### src/dae_pkg.sv
// Shared types, codes and constants for the DNS A-record extractor.
package dae_pkg;

    // Parse phases; the codes above PH_ERR_RCODE mean nothing.
    typedef enum logic [3:0] {
        PH_HEADER      = 4'd0,
        PH_QNAME       = 4'd1,
        PH_QPTR        = 4'd2,
        PH_QLABEL      = 4'd3,
        PH_QFIXED      = 4'd4,
        PH_ANAME       = 4'd5,
        PH_APTR        = 4'd6,
        PH_ALABEL      = 4'd7,
        PH_AFIXED      = 4'd8,
        PH_ADATA       = 4'd9,
        PH_DONE        = 4'd10,
        PH_ERR_NOTRESP = 4'd11,
        PH_ERR_RCODE   = 4'd12
    } phase_t;

    // Result kinds
    localparam logic KIND_ADDRESS = 1'b0;
    localparam logic KIND_STATUS  = 1'b1;

    // Status codes
    localparam logic [2:0] STATUS_OK        = 3'd0;
    localparam logic [2:0] STATUS_SHORT_HDR = 3'd1;
    localparam logic [2:0] STATUS_NOT_RESP  = 3'd2;
    localparam logic [2:0] STATUS_RCODE     = 3'd3;
    localparam logic [2:0] STATUS_TRUNC     = 3'd4;

    // Message layout
    localparam logic [15:0] HEADER_LEN  = 16'd12;
    localparam logic [15:0] QFIXED_LEN  = 16'd4;
    localparam logic [15:0] AFIXED_LEN  = 16'd10;
    localparam logic [1:0]  PTR_MARK    = 2'b11;
    localparam logic [15:0] TYPE_A      = 16'd1;
    localparam logic [15:0] CLASS_IN    = 16'd1;
    localparam logic [15:0] A_RDLENGTH  = 16'd4;

    localparam logic [7:0] MAX_ADDR_RESET = 8'd16;

    // Result queue
    localparam int FIFO_DEPTH = 4;
    localparam int FIFO_PTR_W = $clog2(FIFO_DEPTH);
    localparam int FIFO_CNT_W = $clog2(FIFO_DEPTH + 1);

    typedef struct packed {
        logic        kind;
        logic [31:0] ipv4_address;
        logic [2:0]  status;
        logic [7:0]  address_count;
        logic        run_last;
    } result_t;

    // Up to two results raised by one byte: an address, then a status.
    typedef struct packed {
        logic    addr_valid;
        logic    stat_valid;
        result_t addr_item;
        result_t stat_item;
    } push_t;

endpackage

### src/dae_parser.sv
// Byte-wise DNS response parser: parse state and per-byte update.
module dae_parser
(
    input  logic                clk,
    input  logic                rst_n,
    input  logic                in_fire,
    input  logic [7:0]          msg_byte,
    input  logic                msg_last,
    input  logic [7:0]          max_addresses,
    output dae_pkg::push_t      push
);

    dae_pkg::phase_t phase_reg, phase_next;
    logic [15:0] pos_reg, pos_next;
    logic [15:0] flags_reg, flags_next;
    logic [15:0] qleft_reg, qleft_next;
    logic [15:0] aleft_reg, aleft_next;
    logic [15:0] rtype_reg, rtype_next;
    logic [15:0] rclass_reg, rclass_next;
    logic [15:0] dlen_reg, dlen_next;
    logic [31:0] addr_reg, addr_next;
    logic [7:0]  found_reg, found_next;

    logic [15:0] pos_inc;
    logic [15:0] aleft_dec;
    logic [15:0] qleft_dec;
    logic [7:0]  found_inc;
    logic        addr_hit;
    logic [2:0]  stat_code;

    assign pos_inc   = pos_reg + 16'd1;
    assign aleft_dec = aleft_reg - 16'd1;
    assign qleft_dec = qleft_reg - 16'd1;
    assign found_inc = found_reg + 8'd1;

    always_comb
    begin
        phase_next  = phase_reg;
        pos_next    = pos_reg;
        flags_next  = flags_reg;
        qleft_next  = qleft_reg;
        aleft_next  = aleft_reg;
        rtype_next  = rtype_reg;
        rclass_next = rclass_reg;
        dlen_next   = dlen_reg;
        addr_next   = addr_reg;
        found_next  = found_reg;
        addr_hit    = 1'b0;
        stat_code   = dae_pkg::STATUS_TRUNC;

        unique case (phase_reg)
            dae_pkg::PH_HEADER:
            begin
                // bytes 2..3 flags, 4..5 QDCOUNT, 6..7 ANCOUNT
                if (pos_reg == 16'd2 || pos_reg == 16'd3)
                    flags_next = {flags_reg[7:0], msg_byte};
                else if (pos_reg == 16'd4 || pos_reg == 16'd5)
                    qleft_next = {qleft_reg[7:0], msg_byte};
                else if (pos_reg == 16'd6 || pos_reg == 16'd7)
                    aleft_next = {aleft_reg[7:0], msg_byte};
                pos_next = pos_inc;
                if (pos_inc >= dae_pkg::HEADER_LEN)
                begin
                    pos_next = '0;
                    if (!flags_next[15])
                        phase_next = dae_pkg::PH_ERR_NOTRESP;
                    else if (flags_next[3:0] != 4'd0)
                        phase_next = dae_pkg::PH_ERR_RCODE;
                    else if (aleft_next == 16'd0)
                        phase_next = dae_pkg::PH_DONE;
                    else if (qleft_next != 16'd0)
                        phase_next = dae_pkg::PH_QNAME;
                    else if (found_reg < max_addresses)
                        phase_next = dae_pkg::PH_ANAME;
                    else
                        phase_next = dae_pkg::PH_DONE;
                end
            end
            dae_pkg::PH_QNAME, dae_pkg::PH_ANAME:
            begin
                if (msg_byte[7:6] == dae_pkg::PTR_MARK)
                begin
                    phase_next = (phase_reg == dae_pkg::PH_QNAME) ?
                                 dae_pkg::PH_QPTR : dae_pkg::PH_APTR;
                end
                else if (msg_byte == 8'd0)
                begin
                    phase_next = (phase_reg == dae_pkg::PH_QNAME) ?
                                 dae_pkg::PH_QFIXED : dae_pkg::PH_AFIXED;
                    pos_next   = '0;
                end
                else
                begin
                    phase_next = (phase_reg == dae_pkg::PH_QNAME) ?
                                 dae_pkg::PH_QLABEL : dae_pkg::PH_ALABEL;
                    pos_next   = {8'd0, msg_byte};
                end
            end
            dae_pkg::PH_QPTR:
            begin
                phase_next = dae_pkg::PH_QFIXED;
                pos_next   = '0;
            end
            dae_pkg::PH_APTR:
            begin
                phase_next = dae_pkg::PH_AFIXED;
                pos_next   = '0;
            end
            dae_pkg::PH_QLABEL, dae_pkg::PH_ALABEL:
            begin
                pos_next = pos_reg - 16'd1;
                if (pos_next == 16'd0)
                    phase_next = (phase_reg == dae_pkg::PH_QLABEL) ?
                                 dae_pkg::PH_QNAME : dae_pkg::PH_ANAME;
            end
            dae_pkg::PH_QFIXED:
            begin
                pos_next = pos_inc;
                if (pos_inc >= dae_pkg::QFIXED_LEN)
                begin
                    pos_next   = '0;
                    qleft_next = qleft_dec;
                    if (qleft_dec != 16'd0)
                        phase_next = dae_pkg::PH_QNAME;
                    else if (aleft_reg != 16'd0 && found_reg < max_addresses)
                        phase_next = dae_pkg::PH_ANAME;
                    else
                        phase_next = dae_pkg::PH_DONE;
                end
            end
            dae_pkg::PH_AFIXED:
            begin
                // type, class, TTL (skipped), rdlength
                if (pos_reg < 16'd2)
                    rtype_next = {rtype_reg[7:0], msg_byte};
                else if (pos_reg < 16'd4)
                    rclass_next = {rclass_reg[7:0], msg_byte};
                else if (pos_reg >= 16'd8)
                    dlen_next = {dlen_reg[7:0], msg_byte};
                pos_next = pos_inc;
                if (pos_inc >= dae_pkg::AFIXED_LEN)
                begin
                    pos_next  = '0;
                    addr_next = '0;
                    if (dlen_next == 16'd0)
                    begin
                        aleft_next = aleft_dec;
                        phase_next = (aleft_dec != 16'd0 && found_reg < max_addresses) ?
                                     dae_pkg::PH_ANAME : dae_pkg::PH_DONE;
                    end
                    else
                        phase_next = dae_pkg::PH_ADATA;
                end
            end
            dae_pkg::PH_ADATA:
            begin
                addr_next = {addr_reg[23:0], msg_byte};
                pos_next  = pos_inc;
                if (pos_inc >= dlen_reg)
                begin
                    pos_next = '0;
                    if (rtype_reg == dae_pkg::TYPE_A && rclass_reg == dae_pkg::CLASS_IN &&
                        dlen_reg == dae_pkg::A_RDLENGTH)
                    begin
                        addr_hit   = 1'b1;
                        found_next = found_inc;
                    end
                    aleft_next = aleft_dec;
                    phase_next = (aleft_dec != 16'd0 && found_next < max_addresses) ?
                                 dae_pkg::PH_ANAME : dae_pkg::PH_DONE;
                end
            end
            dae_pkg::PH_DONE, dae_pkg::PH_ERR_NOTRESP, dae_pkg::PH_ERR_RCODE:
            begin
                phase_next = phase_reg;
            end
            default:
            begin
                phase_next = dae_pkg::PH_DONE;
            end
        endcase

        unique case (phase_next)
            dae_pkg::PH_HEADER:      stat_code = dae_pkg::STATUS_SHORT_HDR;
            dae_pkg::PH_DONE:        stat_code = dae_pkg::STATUS_OK;
            dae_pkg::PH_ERR_NOTRESP: stat_code = dae_pkg::STATUS_NOT_RESP;
            dae_pkg::PH_ERR_RCODE:   stat_code = dae_pkg::STATUS_RCODE;
            default:                 stat_code = dae_pkg::STATUS_TRUNC;
        endcase

        push.addr_valid              = in_fire && addr_hit;
        push.addr_item.kind          = dae_pkg::KIND_ADDRESS;
        push.addr_item.ipv4_address  = addr_next;
        push.addr_item.status        = dae_pkg::STATUS_OK;
        push.addr_item.address_count = 8'd0;
        push.addr_item.run_last      = !msg_last;

        push.stat_valid              = in_fire && msg_last;
        push.stat_item.kind          = dae_pkg::KIND_STATUS;
        push.stat_item.ipv4_address  = 32'd0;
        push.stat_item.status        = stat_code;
        push.stat_item.address_count = found_next;
        push.stat_item.run_last      = 1'b1;

        // end of message: back to a clean header
        if (msg_last)
        begin
            phase_next  = dae_pkg::PH_HEADER;
            pos_next    = '0;
            flags_next  = '0;
            qleft_next  = '0;
            aleft_next  = '0;
            rtype_next  = '0;
            rclass_next = '0;
            dlen_next   = '0;
            addr_next   = '0;
            found_next  = '0;
        end
    end

    always_ff @(posedge clk or negedge rst_n)
    begin
        if (!rst_n)
        begin
            phase_reg  <= dae_pkg::PH_HEADER;
            pos_reg    <= '0;
            flags_reg  <= '0;
            qleft_reg  <= '0;
            aleft_reg  <= '0;
            rtype_reg  <= '0;
            rclass_reg <= '0;
            dlen_reg   <= '0;
            addr_reg   <= '0;
            found_reg  <= '0;
        end
        else if (in_fire)
        begin
            phase_reg  <= phase_next;
            pos_reg    <= pos_next;
            flags_reg  <= flags_next;
            qleft_reg  <= qleft_next;
            aleft_reg  <= aleft_next;
            rtype_reg  <= rtype_next;
            rclass_reg <= rclass_next;
            dlen_reg   <= dlen_next;
            addr_reg   <= addr_next;
            found_reg  <= found_next;
        end
    end

`ifndef SYNTHESIS
    a_last_clears: assert property (@(posedge clk) disable iff (!rst_n)
        in_fire && msg_last |=> phase_reg == dae_pkg::PH_HEADER && found_reg == 8'd0)
        else $error("message state not cleared after final byte");

    a_addr_from_data: assert property (@(posedge clk) disable iff (!rst_n)
        push.addr_valid |-> phase_reg == dae_pkg::PH_ADATA && found_reg < max_addresses)
        else $error("address raised outside record data");
`endif

endmodule

### src/dae_result_fifo.sv
// Four-entry result queue taking up to two items per cycle.
module dae_result_fifo
(
    input  logic              clk,
    input  logic              rst_n,
    input  dae_pkg::push_t    push,
    output logic              room,
    output logic              out_valid,
    input  logic              out_ready,
    output dae_pkg::result_t  out_item
);

    dae_pkg::result_t mem_reg [dae_pkg::FIFO_DEPTH];

    logic [dae_pkg::FIFO_PTR_W-1:0] wr_ptr_reg, wr_ptr_next;
    logic [dae_pkg::FIFO_PTR_W-1:0] rd_ptr_reg, rd_ptr_next;
    logic [dae_pkg::FIFO_CNT_W-1:0] count_reg, count_next;
    logic [dae_pkg::FIFO_PTR_W-1:0] wr_ptr_plus1;
    logic [1:0]                     push_n;
    logic                           pop;

    assign wr_ptr_plus1 = dae_pkg::FIFO_PTR_W'(wr_ptr_reg + 1'b1);
    assign push_n       = {1'b0, push.addr_valid} + {1'b0, push.stat_valid};
    assign pop          = out_valid && out_ready;

    // room for a worst-case byte (two results)
    assign room      = count_reg <= dae_pkg::FIFO_CNT_W'(dae_pkg::FIFO_DEPTH - 2);
    assign out_valid = count_reg != '0;
    assign out_item  = mem_reg[rd_ptr_reg];

    always_comb
    begin
        wr_ptr_next = dae_pkg::FIFO_PTR_W'(wr_ptr_reg + push_n);
        rd_ptr_next = dae_pkg::FIFO_PTR_W'(rd_ptr_reg + pop);
        count_next  = dae_pkg::FIFO_CNT_W'(count_reg + push_n - pop);
    end

    always_ff @(posedge clk or negedge rst_n)
    begin
        if (!rst_n)
        begin
            wr_ptr_reg <= '0;
            rd_ptr_reg <= '0;
            count_reg  <= '0;
        end
        else
        begin
            wr_ptr_reg <= wr_ptr_next;
            rd_ptr_reg <= rd_ptr_next;
            count_reg  <= count_next;
        end
    end

    always_ff @(posedge clk)
    begin
        if (push.addr_valid && push.stat_valid)
        begin
            mem_reg[wr_ptr_reg]   <= push.addr_item;
            mem_reg[wr_ptr_plus1] <= push.stat_item;
        end
        else if (push.addr_valid)
            mem_reg[wr_ptr_reg] <= push.addr_item;
        else if (push.stat_valid)
            mem_reg[wr_ptr_reg] <= push.stat_item;
    end

`ifndef SYNTHESIS
    a_no_overflow: assert property (@(posedge clk) disable iff (!rst_n)
        (push.addr_valid || push.stat_valid) |->
            count_reg <= dae_pkg::FIFO_CNT_W'(dae_pkg::FIFO_DEPTH - 2))
        else $error("result queue written without room");

    a_count_tracks_ptrs: assert property (@(posedge clk) disable iff (!rst_n)
        count_reg == dae_pkg::FIFO_CNT_W'(0) |-> wr_ptr_reg == rd_ptr_reg)
        else $error("empty queue with pointers apart");
`endif

endmodule

### src/dns_a_record_extractor.sv
// Top level of the DNS response A-record extractor.
//
//  channel   direction  handshake               payload
//  in        sink       in_valid / in_ready     msg_byte, msg_last
//  out       source     out_valid / out_ready   result_kind, ipv4_address, status,
//                                               address_count, run_last
//  cfg       sink       cfg_valid / cfg_ready   max_addresses
//
// One byte is taken per cycle while in_ready is high; the parser state
// updates at the accepting edge. Each byte raises zero, one or two results
// into a four-entry queue; in_ready drops only while fewer than two queue
// slots are free. Results leave the queue one per cycle while out_ready is high.
// Reset (rst_n low, asynchronous) empties the queue, returns the parser to the
// header and sets the address limit to 16. cfg_ready is always high.
module dns_a_record_extractor
(
    input  logic        clk,
    input  logic        rst_n,

    input  logic        in_valid,
    output logic        in_ready,
    input  logic [7:0]  msg_byte,
    input  logic        msg_last,

    output logic        out_valid,
    input  logic        out_ready,
    output logic        result_kind,
    output logic [31:0] ipv4_address,
    output logic [2:0]  status,
    output logic [7:0]  address_count,
    output logic        run_last,

    input  logic        cfg_valid,
    output logic        cfg_ready,
    input  logic [7:0]  max_addresses
);

    logic [7:0]       max_addr_q_reg;
    logic             in_fire;
    logic             room;
    dae_pkg::push_t   push;
    dae_pkg::result_t head;

    assign cfg_ready = 1'b1;
    assign in_ready  = room;
    assign in_fire   = in_valid && room;

    // address limit register
    always_ff @(posedge clk or negedge rst_n)
    begin
        if (!rst_n)
        begin
            max_addr_q_reg <= dae_pkg::MAX_ADDR_RESET;
        end
        else
        begin
            if (cfg_valid)
            begin
                max_addr_q_reg <= max_addresses;
            end
        end
    end

    dae_parser u_parser
    (
        .clk           (clk),
        .rst_n         (rst_n),
        .in_fire       (in_fire),
        .msg_byte      (msg_byte),
        .msg_last      (msg_last),
        .max_addresses (max_addr_q_reg),
        .push          (push)
    );

    dae_result_fifo u_fifo
    (
        .clk       (clk),
        .rst_n     (rst_n),
        .push      (push),
        .room      (room),
        .out_valid (out_valid),
        .out_ready (out_ready),
        .out_item  (head)
    );

    assign result_kind   = head.kind;
    assign ipv4_address  = head.ipv4_address;
    assign status        = head.status;
    assign address_count = head.address_count;
    assign run_last      = head.run_last;

`ifndef SYNTHESIS
    a_limit_written: assert property (@(posedge clk) disable iff (!rst_n)
        cfg_valid |=> max_addr_q_reg == $past(max_addresses))
        else $error("address limit not taken from config write");
`endif

endmodule

### config.mk
export PLATFORM = sky130hd
export DESIGN_NAME = dns_a_record_extractor
export DESIGN_NICKNAME = d
export VERILOG_FILES = /design/src/dae_pkg.sv /design/src/dae_parser.sv /design/src/dae_result_fifo.sv /design/src/dns_a_record_extractor.sv
export SDC_FILE = /design/constraint.sdc
export NUM_CORES = 1
export LEC_CHECK = 0
export ABC_AREA = 1
export CORE_MARGIN = 4
export CORE_UTILIZATION = 30
export DETAILED_ROUTE_END_ITERATION = 10
export DONT_BUFFER_PORTS = 1
export GPL_ROUTABILITY_DRIVEN = 0
export PLACE_DENSITY_LB_ADDON = 0.1
export SYNTH_ARGS = -nofsm -noshare
export SYNTH_HDL_FRONTEND = slang
export SYNTH_SLANG_ARGS = --single-unit
### constraint.sdc
create_clock -name clk -period 4.9 [get_ports clk]
set_input_delay 0.98 -clock clk [delete_from_list [all_inputs] [get_ports clk]]
set_output_delay 0.98 -clock clk [all_outputs]
set_load 0.02 [all_outputs]
; ---- After elaboration in Yosys (flattened, before gate mapping)
; Memories as Yosys holds them, arrays and structs flattened.
; Index checks and enable logic that the tools add are counted.
[totals]
reg_bits = 164
ram_bits = 180
output_inout_bits = 48
wordCells = 203
n_memories = 1
[op_classes]
n_addsub = 11
order_cmp = 10
eq_ne = 31
n_mux = 87
bitwise_logic = 2
n_reduce_logical = 46
[mem_list]
columns = memory, words, word_bits, rd, rd_ports_with_merged_regs, wr, line_no
row1 = u_fifo.mem_reg, 4, 45, 1, 0, 2, dae_result_fifo.sv:13  ; dae_pkg::result_t mem_reg [dae_pkg::FIFO_DEPTH];
[op_table]
columns = op, n
row1 = 16-bit 2-to-1 mux, 36
row2 = 16-bit case mux with 7 select lines, 1
row3 = 45-bit 2-to-1 mux, 2
row4 = 16-bit by 3-bit equality test with 1-bit output (second input constant), 5
row5 = 4-bit 2-to-1 mux, 19
row6 = 32-bit 2-to-1 mux, 2
row7 = 32-bit case mux with 2 select lines, 1
row8 = 16-bit nonzero test, 4
row9 = 8-bit 2-to-1 mux, 7
row10 = 16-bit by 4-bit >= comparator with 1-bit output (second input constant), 3
row11 = 16-bit zero test, 3
row12 = 16-bit case mux with 3 select lines, 1
row13 = 16-bit by 1-bit subtractor with 16-bit output (second input constant), 3
row14 = 4-bit case mux with 9 select lines, 1
row15 = 16-bit by 1-bit equality test with 1-bit output (second input constant), 2
row16 = 16-bit by 2-bit equality test with 1-bit output (second input constant), 2
row17 = 4-bit equality test (second input constant), 8
row18 = 16-bit case mux with 2 select lines, 1
row19 = 16-bit by 1-bit adder with 16-bit output (second input constant), 1
row20 = 4-bit by 3-bit equality test with 1-bit output (second input constant), 4
row21 = 16-bit >= comparator, 1
row22 = 16-bit by 3-bit >= comparator with 1-bit output (second input constant), 1
row23 = 16-bit by 2-bit < comparator with 1-bit output (second input constant), 1
row24 = 16-bit by 3-bit < comparator with 1-bit output (second input constant), 1
row25 = other kinds (34), 77

; ---- Depth between registers and ports, before layout
; Gate-level depths: netlist of the first run.
[logic_depth]
ltp_word = 15
depth_mapped = 28
mapped_depth_nobuf = 25

; ---- By module
; Synthesis of the first run repeated with hierarchy kept, for this count alone.
[unflattened]
cells_unflattened = 2854
area_unflattened_um2 = 21755.9
[by_module_without_submodules]
columns = mod, instances, cells_each, area_per_inst_um2, seq_area_each_um2
row1 = dae_parser, 1, 1690, 11643.7, 3653.5
row2 = dae_result_fifo, 1, 1126, 9786.9, 5580.4
row3 = dns_a_record_extractor, 1, 38, 325.3, 201.4

; ---- Worst setup path after synthesis of the first run
; OpenSTA, ideal clock, no wires.
[synth_timing]
path_type = register to register
start = register u_parser.pos_reg[0]
end = memory u_fifo.mem_reg[3][35] (netlist name)
arrival_time_ns = 4.094
path_slack_ns = 0.678
stages_incl_launch_ff = 25
n_path_buf = 2
cell_sequence = dfrtp_1 > inv_1 > nor2_2 > nand2_1 > nor2_1 > nand2_1 > nand2_1 > inv_1 > ha_1 > nand4_1 > nor3_1 > a21boi_0 > nand2_1 > nand2_1 > inv_1 > clkbuf_1 > nand4_1 > ha_1 > nor3_1 > inv_1 > nand2_1 > inv_1 > clkbuf_1 > nand2_1 > o21ai_0
[synth_lines]
columns = item, line_no
row1 = start: declaration, dae_parser.sv:14  ; logic [15:0] pos_reg, pos_next;
row2 = start signal: assignment, dae_parser.sv:239  ; pos_reg <= pos_next;
row3 = end: declaration, dae_result_fifo.sv:13

==> results_tabular.tex, run 1 <==
\begin{tabular}{lr}
\hline
Metric & Value \\
\hline
\multicolumn{2}{l}{\textbf{Floorplan}} \\
Full die area & 66400 um\^{}2 \\
Vertical die dimension & 258 um \\
Floorplan core area & 61700 um\^{}2 \\
Starting utilization of the core area & 0.303 \\
Overall die width & 258 um \\
Site row count & 91 \\
\# IOs & 70 \\
\multicolumn{2}{l}{\textbf{Setup path}} \\
Worst path required time & 5.34 ns \\
Cell chain of the critical path & ha\_1 -> nand2\_2 -> nor2\_1 -> nand4\_1 -> nand2\_1 -> inv\_1 -> ha\_1 -> nand4\_1 -> nor3\_1 -> nand3\_1 -> nand2\_1 -> nand2\_1 -> inv\_1 -> nand4\_1 -> ha\_1 -> nor3\_1 -> inv\_1 -> nand2\_1 -> inv\_1 -> buf\_4 -> nand2\_1 -> o21ai\_0 \\
Worst path depth & 22 \\
Cell mode on critical path & sky130\_fd\_sc\_hd\_\_nand2\_1 \\
Critical path startpoint category & flop \\
Element type at the critical path end & flop \\
Flop-to-flop setup slack & 0.51 ns \\
Slowest library cell on the worst path & sky130\_fd\_sc\_hd\_\_dfrtp\_1 \\
Arrival time reported for the critical path endpoint & 4.83 ns \\
Maximum fanout along the worst path & 32 \\
Path type of the worst setup path & reg -> reg \\
Number of cell instances on the worst register-to-register path & 22 \\
Buffers \& Inverters on Critical Path & 5 \\
Cell family contributing the most delay on the critical path & simple AND/OR/NAND/NOR gates \\
Largest stage delay on the critical path & 0.48 ns \\
\multicolumn{2}{l}{\textbf{Global routing}} \\
Antenna violations before repair & 1 \\
Largest net degree at the start of global routing & 162 \\
Overall global routing resource usage & 0.185 \\
Remaining global-route overflow & 0 \\
Number of global-route vias before repair & 16800 \\
First-pass GRT wire length & 98.6 mm \\
\multicolumn{2}{l}{\textbf{Routing}} \\
Detail-routed via count per cell & 5.05 \\
Initial DRC count & 1432 \\
Total number of vias & 17200 \\
Final routed wirelength across all metal layers & 62.6 mm \\
Detailed-routing iteration count for the pre-antenna-repair pass & 5 \\
Avg WL per Cell & 18.4 um \\
Number of nets still failing antenna checks after routing & 0 \\
Remaining DRCs & 0 \\
\multicolumn{2}{l}{\textbf{Yosys}} \\
Avg Inst Size Synth & 7.29 um\^{}2 \\
Fraction of synthesized cell area in xor and xnor cells & 0.0140 \\
Post-synthesis instance area & 18700 um\^{}2 \\
Area share of the leading cell type in the synthesized netlist & 0.214 \\
Library cell occupying the most area in the post-synthesis netlist & sky130\_fd\_sc\_hd\_\_dfrtp\_1 \\
Fraction of synthesized area in multiplexers & 0 \\
Syn Nets & 2639 \\
Number of enable flip-flop cells after synthesis & 44 \\
Synth Register Bits & 341 \\
Synth cell types & 59 \\
Seq/Total Area, Yosys & 0.432 \\
Adder-cell share of the synthesized area & 0.0352 \\
Ys flop type & sky130\_fd\_sc\_hd\_\_dfrtp\_1 \\
Warnings from Yosys & 0 \\
Top cells by area, synth & sky130\_fd\_sc\_hd\_\_dfrtp\_1 21\%, sky130\_fd\_sc\_hd\_\_dfxtp\_1 15\%, sky130\_fd\_sc\_hd\_\_nand2\_1 13\% \\
Post-synthesis cell count & 2565 \\
Dominant combinational cell family by area after synthesis & simple AND/OR/NAND/NOR gates \\
Synthesized-area fraction occupied by ao, oa, aoi and oai cells & 0.182 \\
Fraction of registers with async set or reset after synthesis & 0.472 \\
Post-Synth Simple-Gate Area & 0.259 \\
\multicolumn{2}{l}{\textbf{Final layout}} \\
Most frequent standard cell in the layout excluding fill and tap cells & sky130\_fd\_sc\_hd\_\_nand2\_1 \\
Most frequent cells in the layout & 627 x sky130\_fd\_sc\_hd\_\_nand2\_1, 352 x sky130\_fd\_sc\_hd\_\_o21ai\_0, 331 x sky130\_fd\_sc\_hd\_\_nor2\_1, 235 x sky130\_fd\_sc\_hd\_\_inv\_1, 159 x sky130\_fd\_sc\_hd\_\_dfrtp\_1 \\
P\&R area growth vs syn & 12.2\% \\
Fraction of layout cells with a size suffix above 1 & 0.0632 \\
Max FFs per register & 180 \\
Final std cell area, no fill & 21000 um\^{}2 \\
Net total in the final layout & 2603 \\
\multicolumn{2}{l}{\textbf{Placement}} \\
Placement-stage worst setup slack & 0.466 ns \\
Post-detail-place hpwl & 42.0 mm \\
Number of buffer cells added on primary ports & 0 \\
Dpl cell area & 19500 um\^{}2 \\
\multicolumn{2}{l}{\textbf{Clock tree}} \\
Inserted Clock Buffers & 43 \\
Post-CTS Setup Bufs & 0 \\
Maximum level of the CTS H-tree & 2 \\
CTS sink cnt & 341 \\
Max clock buf depth & 3 \\
Source-to-sink clock delay at the later pin of the worst-skew pair & 0.60 ns \\
CTS Hold Buffers Added & 0 \\
Clock slew seen by the registers of the worst setup and hold paths & 0.06 ns \\
Root Buffer & sky130\_fd\_sc\_hd\_\_clkbuf\_16 \\
Clock tree from TritonCTS & done \\
\multicolumn{2}{l}{\textbf{Power}} \\
Clk pwr share & 0.207 \\
Portion of total power attributed to sequential cells & 0.286 \\
Internal power summed over all cells & 7.95 mW \\
Peak supply drop & 0.328 mV \\
Net switching component of the power & 7.54 mW \\
Relative contribution of combinational cells to total power & 0.507 \\
Reported leakage power & 9.00 nW \\
Switching Share & 0.487 \\
Total power density per cell area & 738 nW/um\^{}2 \\
\multicolumn{2}{l}{\textbf{Timing}} \\
Fin crit period & 4.39 ns \\
Final Worst Setup Slack & 0.506 ns \\
Final period utilization & 0.897 \\
FMAX & 228 MHz \\
Number of pins with negative max-slew slack in the final report & 0 \\
Setup skew after layout & 0.0375 ns \\
Final total negative setup slack & 0 ns \\
Final number of hold-violating endpoints & 0 \\
Worst slew margin & 0.229 \\
Unrepaired setup endpoints after global routing & no \\
Final count of negative-setup-slack endpoints & 0 \\
Worst Tran Pin Value & 1.15 ns \\
\multicolumn{2}{l}{\textbf{Run}} \\
Max-Cap Viols & 0 \\
\multicolumn{2}{l}{\textbf{Status}} \\
Run status & finished, final reports clean \\
\multicolumn{2}{l}{\textbf{Min path}} \\
Tightest Hold Check Type & in -> async \\
\hline
\end{tabular}
[cells by family (layout without fill, tap and decap cells)]
kind of cell	count (synthesis)	count (layout)
and+or+nand+nor	1167	1167
AOI/OAI and AO/OA	606	606
buffers and inverters	368	367
DFF	341	341
adders and majority gates	52	52
xor gates and xnor gates	30	30
other	1	2
[metrics by stage]
stage | utilization | hold WS (ns) | cells | total power, mW
after floorplan | - | 0.422 | 2565 | 10.2
after global placement | 0.317 | 0.433 | 3321 | 12.3
after detailed placement | 0.317 | 0.440 | 3321 | 12.3
after CTS | 0.340 | 0.0624 | 3401 | 15.7
after global routing | 0.340 | 0.0758 | 3402 | 16.9
final | 0.340 | 0.116 | 3402 | 15.5
[layout make-up]
type                            count  area (um^2)
Sequential cell                   341         8080
Fill cell                        6688        40700
Inverter                          248          932
Timing Repair Buffer               39          305
Clock buffer                       53         1130
Multi-Input combinational cell   1856         9190
Clock inverter                     27          295
Tap cell                          837         1050
Antenna cell                        1         2.50
[power groups by stage]
stage                     logic (mW)  registers (mW)  clock network [mW]
final                           7.85            4.43                3.21
after global routing            8.88            4.55                3.44
after CTS                       7.92            4.41                3.32
after detailed placement        7.88            4.46                   0
after global placement          7.84            4.44                   0
after floorplan                 5.90            4.26                   0
[cell usage after synthesis (all sizes together) (3+ instances only)]
cell / number
a21boi: 3
a21oi: 42
a22oi: 6
buf: 29
clkbuf: 91
dfrtp: 160
dfxtp: 136
edfxtp: 44
ha: 51
inv: 246
nand2: 637
nand3: 93
nand4: 52
nor2: 352
nor3: 21
nor4: 6
o2111ai: 8
o211ai: 11
o21a: 3
o21ai: 383
o221ai: 5
o22ai: 119
o31ai: 7
o32ai: 8
xnor2: 6
xor2: 24
[per-layer routing]
metal / wire length (um) / track usage / part of all wire
met1: 28000 / 0.244 / 0.45
met2: 30700 / 0.323 / 0.49
met3: 2540 / 0.0242 / 0.041
met4: 1420 / 0.0473 / 0.023
met5: 0 / 0 / 0
[timing repair]
action | 4_1_cts | 5_1_grt
resized for setup | 0 | 4
setup endpoints to repair | 0 | 10
hold endpoints to repair | 0 | 0
[final timing paths]
| kind | start | endpoint |
|---|---|---|
| setup / recovery | u_parser.pos_reg[1] | u_fifo.mem_reg[1][43] |
| min in group clk | u_fifo.mem_reg[1][17] | u_fifo.mem_reg[1][17] |
| hold / removal | rst_n | u_parser.qleft_reg[10] |
| max in group asynchronous | rst_n | max_addr_q_reg[4] |
| setup reg to reg | u_parser.pos_reg[1] | u_fifo.mem_reg[1][43] |
| hold reg to reg | u_fifo.mem_reg[1][17] | u_fifo.mem_reg[1][17] |
Note: power is estimated with default switching activity, not from simulation.
==> run 2, diff against run 1 <==
- CORE_ASPECT_RATIO: unset -> 0.5
==> run 2 against run 1 <==
Setup slack better by 0.067 ns. Sequential cell count did not move. Fmax grew 1.6%. Routed wire length fell by 1.4%. Final cell count fell by 0.62%. Combinational power about the same. Clock-buffer cell count shrank 7. Sequential share of layout area increased by 0.26 points. Clock skew shrank 0.018 ns. Hold slack got worse by 0.0013 ns. Sequential power is essentially flat. Final area decreased by 0.63%. Critical endpoint is now u_fifo.count_reg[2]. Largest cell class unchanged.
==> results_tabular.tex, run 2 (synthesis results as in run 1) <==
\begin{tabular}{lr}
\hline
Metric & Value \\
\hline
\multicolumn{2}{l}{\textbf{Timing}} \\
Post-route worst hold slack & 0.115 ns (was 0.116 ns) \\
Final number of hold-violating endpoints & 0 (unchanged) \\
Final period utilization & 0.883 (was 0.897) \\
FMAX & 231 MHz (was 228 MHz) \\
Fin crit period & 4.33 ns (was 4.39 ns) \\
Worst slew margin & 0.224 (was 0.229) \\
Final total negative setup slack & 0 ns (unchanged) \\
Setup skew after layout & 0.0197 ns (was 0.0375 ns) \\
Unrepaired setup endpoints after global routing & no (unchanged) \\
Worst Tran Pin Value & 1.16 ns (was 1.15 ns) \\
Number of pins with negative max-slew slack in the final report & 0 (unchanged) \\
Final count of negative-setup-slack endpoints & 0 (unchanged) \\
\multicolumn{2}{l}{\textbf{Clock tree}} \\
Root Buffer & sky130\_fd\_sc\_hd\_\_clkbuf\_16 (unchanged) \\
Inserted Clock Buffers & 37 (was 43) \\
CTS Hold Buffers Added & 0 (unchanged) \\
CTS sink cnt & 341 (unchanged) \\
Maximum level of the CTS H-tree & 2 (unchanged) \\
Clock slew seen by the registers of the worst setup and hold paths & 0.07 ns (was 0.06 ns) \\
Clock tree from TritonCTS & done (unchanged) \\
Source-to-sink clock delay at the later pin of the worst-skew pair & 0.57 ns (was 0.60 ns) \\
Max clock buf depth & 3 (unchanged) \\
\multicolumn{2}{l}{\textbf{Run}} \\
Max-Cap Viols & 0 (unchanged) \\
\multicolumn{2}{l}{\textbf{Routing}} \\
Number of nets still failing antenna checks after routing & 0 (unchanged) \\
Detail-routed via count per cell & 5.03 (was 5.05) \\
Total number of vias & 17000 (was 17200) \\
Avg WL per Cell & 18.3 um (was 18.4 um) \\
Detailed-routing iteration count for the pre-antenna-repair pass & 5 (unchanged) \\
Initial DRC count & 1508 (was 1432) \\
Final routed wirelength across all metal layers & 61.7 mm (was 62.6 mm) \\
Remaining DRCs & 0 (unchanged) \\
\multicolumn{2}{l}{\textbf{Min path}} \\
Tightest Hold Check Type & in -> async (unchanged) \\
\multicolumn{2}{l}{\textbf{Power}} \\
Peak supply drop & 0.289 mV (was 0.328 mV) \\
Reported leakage power & 8.94 nW (was 9.00 nW) \\
Total power density per cell area & 730 nW/um\^{}2 (was 738 nW/um\^{}2) \\
Power consumption & 15.2 mW (was 15.5 mW) \\
\multicolumn{2}{l}{\textbf{Final layout}} \\
Most frequent standard cell in the layout excluding fill and tap cells & sky130\_fd\_sc\_hd\_\_nand2\_1 (unchanged) \\
Most frequent cells in the layout & 627 x sky130\_fd\_sc\_hd\_\_nand2\_1, 352 x sky130\_fd\_sc\_hd\_\_o21ai\_0, 330 x sky130\_fd\_sc\_hd\_\_nor2\_1, 234 x sky130\_fd\_sc\_hd\_\_inv\_1, 156 x sky130\_fd\_sc\_hd\_\_dfrtp\_1 (was 627 x sky130\_fd\_sc\_hd\_\_nand2\_1, 352 x sky130\_fd\_sc\_hd\_\_o21ai\_0, 331 x sky130\_fd\_sc\_hd\_\_nor2\_1, 235 x sky130\_fd\_sc\_hd\_\_inv\_1, 159 x sky130\_fd\_sc\_hd\_\_dfrtp\_1) \\
Post-Route Utilization & 0.339 (was 0.340) \\
Net total in the final layout & 2602 (was 2603) \\
Antenna diode count & 0 (was 1) \\
Fraction of layout cells with a size suffix above 1 & 0.0677 (was 0.0632) \\
Max FFs per register & 180 (unchanged) \\
P\&R area growth vs syn & 11.5\% (was 12.2\%) \\
\multicolumn{2}{l}{\textbf{Floorplan}} \\
\# IOs & 70 (unchanged) \\
Full die area & 66600 um\^{}2 (was 66400 um\^{}2) \\
Overall die width & 361 um (was 258 um) \\
Starting utilization of the core area & 0.304 (was 0.303) \\
Vertical die dimension & 185 um (was 258 um) \\
Site row count & 64 (was 91) \\
Floorplan core area & 61400 um\^{}2 (was 61700 um\^{}2) \\
\multicolumn{2}{l}{\textbf{Placement}} \\
Number of buffer cells added on primary ports & 0 (unchanged) \\
Post-detail-place hpwl & 40.8 mm (was 42.0 mm) \\
\multicolumn{2}{l}{\textbf{Setup path}} \\
Largest stage delay on the critical path & 0.47 ns (was 0.48 ns) \\
Number of cell instances on the worst register-to-register path & 23 (was 22) \\
Cell mode on critical path & sky130\_fd\_sc\_hd\_\_nand2\_1 (unchanged) \\
Cell family contributing the most delay on the critical path & adder cells (was simple AND/OR/NAND/NOR gates) \\
Cell chain of the critical path & ha\_1 -> nand2\_2 -> nor2\_4 -> nand2\_1 -> o21ai\_1 -> nand2\_1 -> inv\_1 -> ha\_1 -> nand2\_1 -> o21ai\_0 -> a21oi\_1 -> a21boi\_1 -> nand2\_1 -> nand2\_1 -> clkinvlp\_4 -> nand4\_1 -> inv\_1 -> ha\_1 -> inv\_1 -> ha\_1 -> fa\_1 -> xnor2\_1 -> xor2\_1 (was ha\_1 -> nand2\_2 -> nor2\_1 -> nand4\_1 -> nand2\_1 -> inv\_1 -> ha\_1 -> nand4\_1 -> nor3\_1 -> nand3\_1 -> nand2\_1 -> nand2\_1 -> inv\_1 -> nand4\_1 -> ha\_1 -> nor3\_1 -> inv\_1 -> nand2\_1 -> inv\_1 -> buf\_4 -> nand2\_1 -> o21ai\_0) \\
End of the worst register-to-register path & u\_fifo.count\_reg[2] (was u\_fifo.mem\_reg[1][43]) \\
Launching point of the worst reg2reg path & u\_parser.pos\_reg[1] (unchanged) \\
Buffers \& Inverters on Critical Path & 4 (was 5) \\
Flop-to-flop setup slack & 0.57 ns (was 0.51 ns) \\
Worst path required time & 5.39 ns (was 5.34 ns) \\
Element type at the critical path end & flop (unchanged) \\
Path type of the worst setup path & reg -> reg (unchanged) \\
Slowest library cell on the worst path & sky130\_fd\_sc\_hd\_\_dfrtp\_1 (unchanged) \\
Arrival time reported for the critical path endpoint & 4.81 ns (was 4.83 ns) \\
Maximum fanout along the worst path & 8 (was 32) \\
Critical path startpoint category & flop (unchanged) \\
\multicolumn{2}{l}{\textbf{Status}} \\
Run status & finished, final reports clean (unchanged) \\
\multicolumn{2}{l}{\textbf{Global routing}} \\
Antenna violations before repair & 0 (was 1) \\
Largest net degree at the start of global routing & 162 (unchanged) \\
Overall global routing resource usage & 0.184 (was 0.185) \\
Remaining global-route overflow & 0 (unchanged) \\
Number of global-route vias before repair & 16500 (was 16800) \\
First-pass GRT wire length & 97.4 mm (was 98.6 mm) \\
\hline
\end{tabular}
==> run 2: cell types whose count changed in the layout (fill, tap and decap cells not counted), sizes merged <==
cell    change
inv         -2
buf         +5
clkinv      -3
clkbuf      -7
bufinv      -1
diode       -1
==> run 2: per-layer routing <==
layer | global-route usage | vias to the layer above | wire, um
met5 | 0 | - | 0
met3 | 0.0332 | 59 | 3120
li1 | - | 8501 | -
met1 | 0.268 | 8091 | 31100
met2 | 0.288 | 347 | 26700
met4 | 0.0300 | 0 | 813
==> run 2: worst max-delay path by stage <==
| stage | start | end | slack, ns | cells after the start |
|---|---|---|---|---|
| 2_1_floorplan | u_parser.pos_reg[0] | u_fifo.mem_reg[3][35] | 0.68 | 24 |
| 5_1_grt | u_parser.pos_reg[8] | u_fifo.count_reg[2] | 0.07 | 23 |
| 3_5_place_dp | u_parser.pos_reg[4] | u_fifo.mem_reg[3][33] | 0.21 | 23 |
| 6_report | u_parser.pos_reg[1] | u_fifo.count_reg[2] | 0.57 | 23 |
| 3_3_place_gp | u_parser.pos_reg[1] | u_fifo.mem_reg[0][21] | -0.11 | 18 |
| 4_1_cts | u_parser.pos_reg[4] | u_fifo.mem_reg[3][38] | 0.20 | 23 |
==> run 2: report_power, final <==
part	internal (mW)	switching, mW
Clock	1.66	1.30
Sequential	3.78	0.642
Combinational	2.30	5.54
Total	7.74	7.48
==> run 2: stage by stage <==
stage,instance area [um^2],worst slack (ns),std cells
global route,20800,0.0679,3381
CTS,20800,0.197,3380
global placement,19500,-0.113,3312
floorplan,18700,0.678,2565
detailed placement,19600,0.211,3313
finish,20800,0.573,3381
==> run 2: timing repair <==
action / in CTS / in global routing
endpoints found under the setup margin: 0 / 221
buffers inserted: 0 / 1
gates resized for setup: 0 / 10
==> run 2: final cells by class <==
cell class	instances	area, um^2
fillers	6609	40600
flip-flops and latches	341	8080
clock inverters	21	230
inverters	248	936
clock buffers	46	1020
multi-input cells	1856	9210
repair buffers	44	343
well taps	825	1030
==> run 3, diff against run 2 <==
- CELL_PAD_IN_SITES_DETAIL_PLACEMENT: unset -> 1
- CELL_PAD_IN_SITES_GLOBAL_PLACEMENT: unset -> 2
- CTS_BUF_LIST: unset -> sky130_fd_sc_hd__clkbuf_16
==> run 3 against run 2 <==
Clock power down 3%. Highest routed layer unchanged. Setup slack worse by 0.23 ns. Combinational power up 2%. Critical endpoint unchanged. Global-route usage up 2.2 points. Total power up 0.97%. Fmax down 5.1%. Final area about the same. Non-clock buffer count up 9. Critical path depth unchanged. First-iteration DRC count down 25%.
==> results_tabular.tex, run 3 (synthesis results as in run 1) <==
\begin{tabular}{lr}
\hline
Metric & Value \\
\hline
\multicolumn{2}{l}{\textbf{Global routing}} \\
Largest net degree at the start of global routing & 162 (unchanged) \\
Antenna violations before repair & 0 (unchanged) \\
Overall global routing resource usage & 0.206 (was 0.184) \\
First-pass GRT wire length & 108 mm (was 97.4 mm) \\
Peak-usage layer in the global routing report & met2 (unchanged) \\
Met3 track demand over resource & 0.0302 (was 0.0332) \\
Met1 track demand over resource & 0.296 (was 0.268) \\
Number of global-route vias before repair & 18100 (was 16500) \\
M2 GR Usage & 0.334 (was 0.288) \\
Remaining global-route overflow & 0 (unchanged) \\
\multicolumn{2}{l}{\textbf{Floorplan}} \\
Overall die width & 361 um (unchanged) \\
Starting utilization of the core area & 0.304 (unchanged) \\
Vertical die dimension & 185 um (unchanged) \\
Full die area & 66600 um\^{}2 (unchanged) \\
\# IOs & 70 (unchanged) \\
Site row count & 64 (unchanged) \\
Floorplan core area & 61400 um\^{}2 (unchanged) \\
\multicolumn{2}{l}{\textbf{Setup path}} \\
Arrival time reported for the critical path endpoint & 5.05 ns (was 4.81 ns) \\
Largest stage delay on the critical path & 0.49 ns (was 0.47 ns) \\
Slowest library cell on the worst path & sky130\_fd\_sc\_hd\_\_dfrtp\_1 (unchanged) \\
Element type at the critical path end & flop (unchanged) \\
Maximum fanout along the worst path & 8 (unchanged) \\
Cell chain of the critical path & ha\_1 -> nand2\_2 -> nor2\_2 -> nand2\_1 -> o21ai\_1 -> nand2\_1 -> inv\_1 -> ha\_1 -> nand2\_1 -> o21ai\_0 -> a21oi\_1 -> a21boi\_0 -> nand2\_1 -> nand2\_1 -> inv\_1 -> nand4\_1 -> inv\_1 -> ha\_1 -> inv\_1 -> ha\_1 -> fa\_1 -> xnor2\_1 -> xor2\_1 (was ha\_1 -> nand2\_2 -> nor2\_4 -> nand2\_1 -> o21ai\_1 -> nand2\_1 -> inv\_1 -> ha\_1 -> nand2\_1 -> o21ai\_0 -> a21oi\_1 -> a21boi\_1 -> nand2\_1 -> nand2\_1 -> clkinvlp\_4 -> nand4\_1 -> inv\_1 -> ha\_1 -> inv\_1 -> ha\_1 -> fa\_1 -> xnor2\_1 -> xor2\_1) \\
Path type of the worst setup path & reg -> reg (unchanged) \\
Worst path required time & 5.39 ns (about the same) \\
Cell mode on critical path & sky130\_fd\_sc\_hd\_\_nand2\_1 (unchanged) \\
Critical path startpoint category & flop (unchanged) \\
\multicolumn{2}{l}{\textbf{Clock tree}} \\
Source-to-sink clock delay at the later pin of the worst-skew pair & 0.57 ns (about the same) \\
Root Buffer & sky130\_fd\_sc\_hd\_\_clkbuf\_16 (unchanged) \\
Clock tree from TritonCTS & done (unchanged) \\
Inserted Clock Buffers & 38 (was 37) \\
Max clock buf depth & 3 (unchanged) \\
Maximum level of the CTS H-tree & 2 (unchanged) \\
Post-CTS Setup Bufs & 0 (unchanged) \\
Clock slew seen by the registers of the worst setup and hold paths & 0.07 ns (about the same) \\
CTS sink cnt & 341 (unchanged) \\
\multicolumn{2}{l}{\textbf{Min path}} \\
Tightest Hold Check Type & in -> async (unchanged) \\
\multicolumn{2}{l}{\textbf{Timing}} \\
Final number of hold-violating endpoints & 0 (unchanged) \\
Final count of negative-setup-slack endpoints & 0 (unchanged) \\
Worst Tran Pin Value & 1.17 ns (was 1.16 ns) \\
FMAX & 219 MHz (was 231 MHz) \\
Number of pins with negative max-slew slack in the final report & 0 (unchanged) \\
Final Worst Setup Slack & 0.341 ns (was 0.573 ns) \\
Worst slew margin & 0.215 (was 0.224) \\
Fin crit period & 4.56 ns (was 4.33 ns) \\
Final period utilization & 0.930 (was 0.883) \\
Setup skew after layout & 0.0152 ns (was 0.0197 ns) \\
Unrepaired setup endpoints after global routing & yes (was no) \\
Final total negative setup slack & 0 ns (unchanged) \\
\multicolumn{2}{l}{\textbf{Power}} \\
Total power density per cell area & 738 nW/um\^{}2 (was 730 nW/um\^{}2) \\
Power consumption & 15.4 mW (was 15.2 mW) \\
Reported leakage power & 9.00 nW (was 8.94 nW) \\
Peak supply drop & 0.253 mV (was 0.289 mV) \\
\multicolumn{2}{l}{\textbf{Final layout}} \\
Antenna diode count & 0 (unchanged) \\
Max FFs per register & 180 (unchanged) \\
Net total in the final layout & 2612 (was 2602) \\
Most frequent standard cell in the layout excluding fill and tap cells & sky130\_fd\_sc\_hd\_\_nand2\_1 (unchanged) \\
P\&R area growth vs syn & 11.4\% (was 11.5\%) \\
Fraction of layout cells with a size suffix above 1 & 0.0674 (was 0.0677) \\
Most frequent cells in the layout & 626 x sky130\_fd\_sc\_hd\_\_nand2\_1, 352 x sky130\_fd\_sc\_hd\_\_o21ai\_0, 330 x sky130\_fd\_sc\_hd\_\_nor2\_1, 244 x sky130\_fd\_sc\_hd\_\_inv\_1, 159 x sky130\_fd\_sc\_hd\_\_dfrtp\_1 (was 627 x sky130\_fd\_sc\_hd\_\_nand2\_1, 352 x sky130\_fd\_sc\_hd\_\_o21ai\_0, 330 x sky130\_fd\_sc\_hd\_\_nor2\_1, 234 x sky130\_fd\_sc\_hd\_\_inv\_1, 156 x sky130\_fd\_sc\_hd\_\_dfrtp\_1) \\
Finished Layout Cells & 3393 (was 3381) \\
\multicolumn{2}{l}{\textbf{Placement}} \\
Placement-stage worst setup slack & 0.290 ns (was 0.211 ns) \\
Post-detail-place hpwl & 47.0 mm (was 40.8 mm) \\
Number of buffer cells added on primary ports & 0 (unchanged) \\
DP Cell Count & 3323 (was 3313) \\
\multicolumn{2}{l}{\textbf{Routing}} \\
Detailed-routing iteration count for the pre-antenna-repair pass & 5 (unchanged) \\
Avg WL per Cell & 20.3 um (was 18.3 um) \\
Remaining DRCs & 0 (unchanged) \\
Final routed wirelength across all metal layers & 68.7 mm (was 61.7 mm) \\
Detail-routed via count per cell & 5.12 (was 5.03) \\
Number of nets still failing antenna checks after routing & 0 (unchanged) \\
Total number of vias & 17400 (was 17000) \\
Initial DRC count & 1135 (was 1508) \\
\multicolumn{2}{l}{\textbf{Run}} \\
Max-Cap Viols & 0 (unchanged) \\
\multicolumn{2}{l}{\textbf{Status}} \\
Run status & finished, final reports clean (unchanged) \\
\hline
\end{tabular}
run 3: changes by cell type in the layout (fill, tap and decap cells not counted), moves of 2 or more:
cell / change
sky130_fd_sc_hd__inv_1: +10
sky130_fd_sc_hd__buf_4: +9
sky130_fd_sc_hd__clkbuf_1: -4
sky130_fd_sc_hd__clkbuf_8: -4
sky130_fd_sc_hd__clkinv_1: +3
sky130_fd_sc_hd__dfrtp_1: +3
sky130_fd_sc_hd__dfrtp_2: -3
sky130_fd_sc_hd__clkinvlp_4: -2
sky130_fd_sc_hd__inv_2: +2
run 3: metal layers:
layer / part of all wire / vias up
met5: 0 / -
met4: 0.012 / 0
met3: 0.036 / 59
met2: 0.45 / 195
met1: 0.51 / 8597
li1: - / 8507
run 3: layout make-up:
class	count	area, um^2
clock buffer	39	976
inverter	248	932
fill	7578	40600
tap	825	1030
multi-input combinational	1856	9200
timing repair buffer	53	410
clock inverter	31	203
sequential	341	8080
run 3: power by group:
group	internal [mW]	switching, mW	leakage (nW)
clock network	1.56	1.32	0.628
registers	3.78	0.680	3.70
logic	2.31	5.72	4.68
run 3: what timing repair did:
action                                  in CTS  in global routing
gates resized for setup                      0                  4
endpoints found under the hold margin        0                  0
hold buffers                                 0                  0
endpoints found under the setup margin       0                 33
run 3: path summary, 6_finish.rpt:
path | start | endpoint | cells past startpoint | slack, ns
worst min register to register | u_fifo.mem_reg[2][30] | u_fifo.mem_reg[2][30] | 2 | 0.45
min in group clk | u_fifo.mem_reg[2][30] | u_fifo.mem_reg[2][30] | 2 | 0.45
worst max register to register | u_parser.pos_reg[1] | u_fifo.count_reg[2] | 23 | 0.34
max in group asynchronous | rst_n | u_parser.addr_reg[20] | 0 | 4.44
worst min-delay path | rst_n | u_parser.aleft_reg[11] | 0 | 0.12
worst max-delay path | u_parser.pos_reg[1] | u_fifo.count_reg[2] | 23 | 0.34
run 3: worst max-delay path: cells and delay by family, from the launching register on:
kind                       cells  cell delay, ns
AOI/OAI and AO/OA              4            0.70
buffers and inverters          4            0.43
xor gates and xnor gates       2            0.35
and+or+nand+nor                8            1.09
adders and majority gates      5            1.43
DFF                            1            0.49
run 3: metrics by stage:
| stage | hold WS (ns) | utilization | area (um^2) |
|---|---|---|---|
| floorplan | 0.422 | - | 18700 |
| detailed placement | 0.441 | 0.320 | 19600 |
| global placement | 0.433 | 0.320 | 19600 |
| global route | 0.0782 | 0.339 | 20800 |
| CTS | 0.0772 | 0.339 | 20800 |
| finish | 0.118 | 0.339 | 20800 |
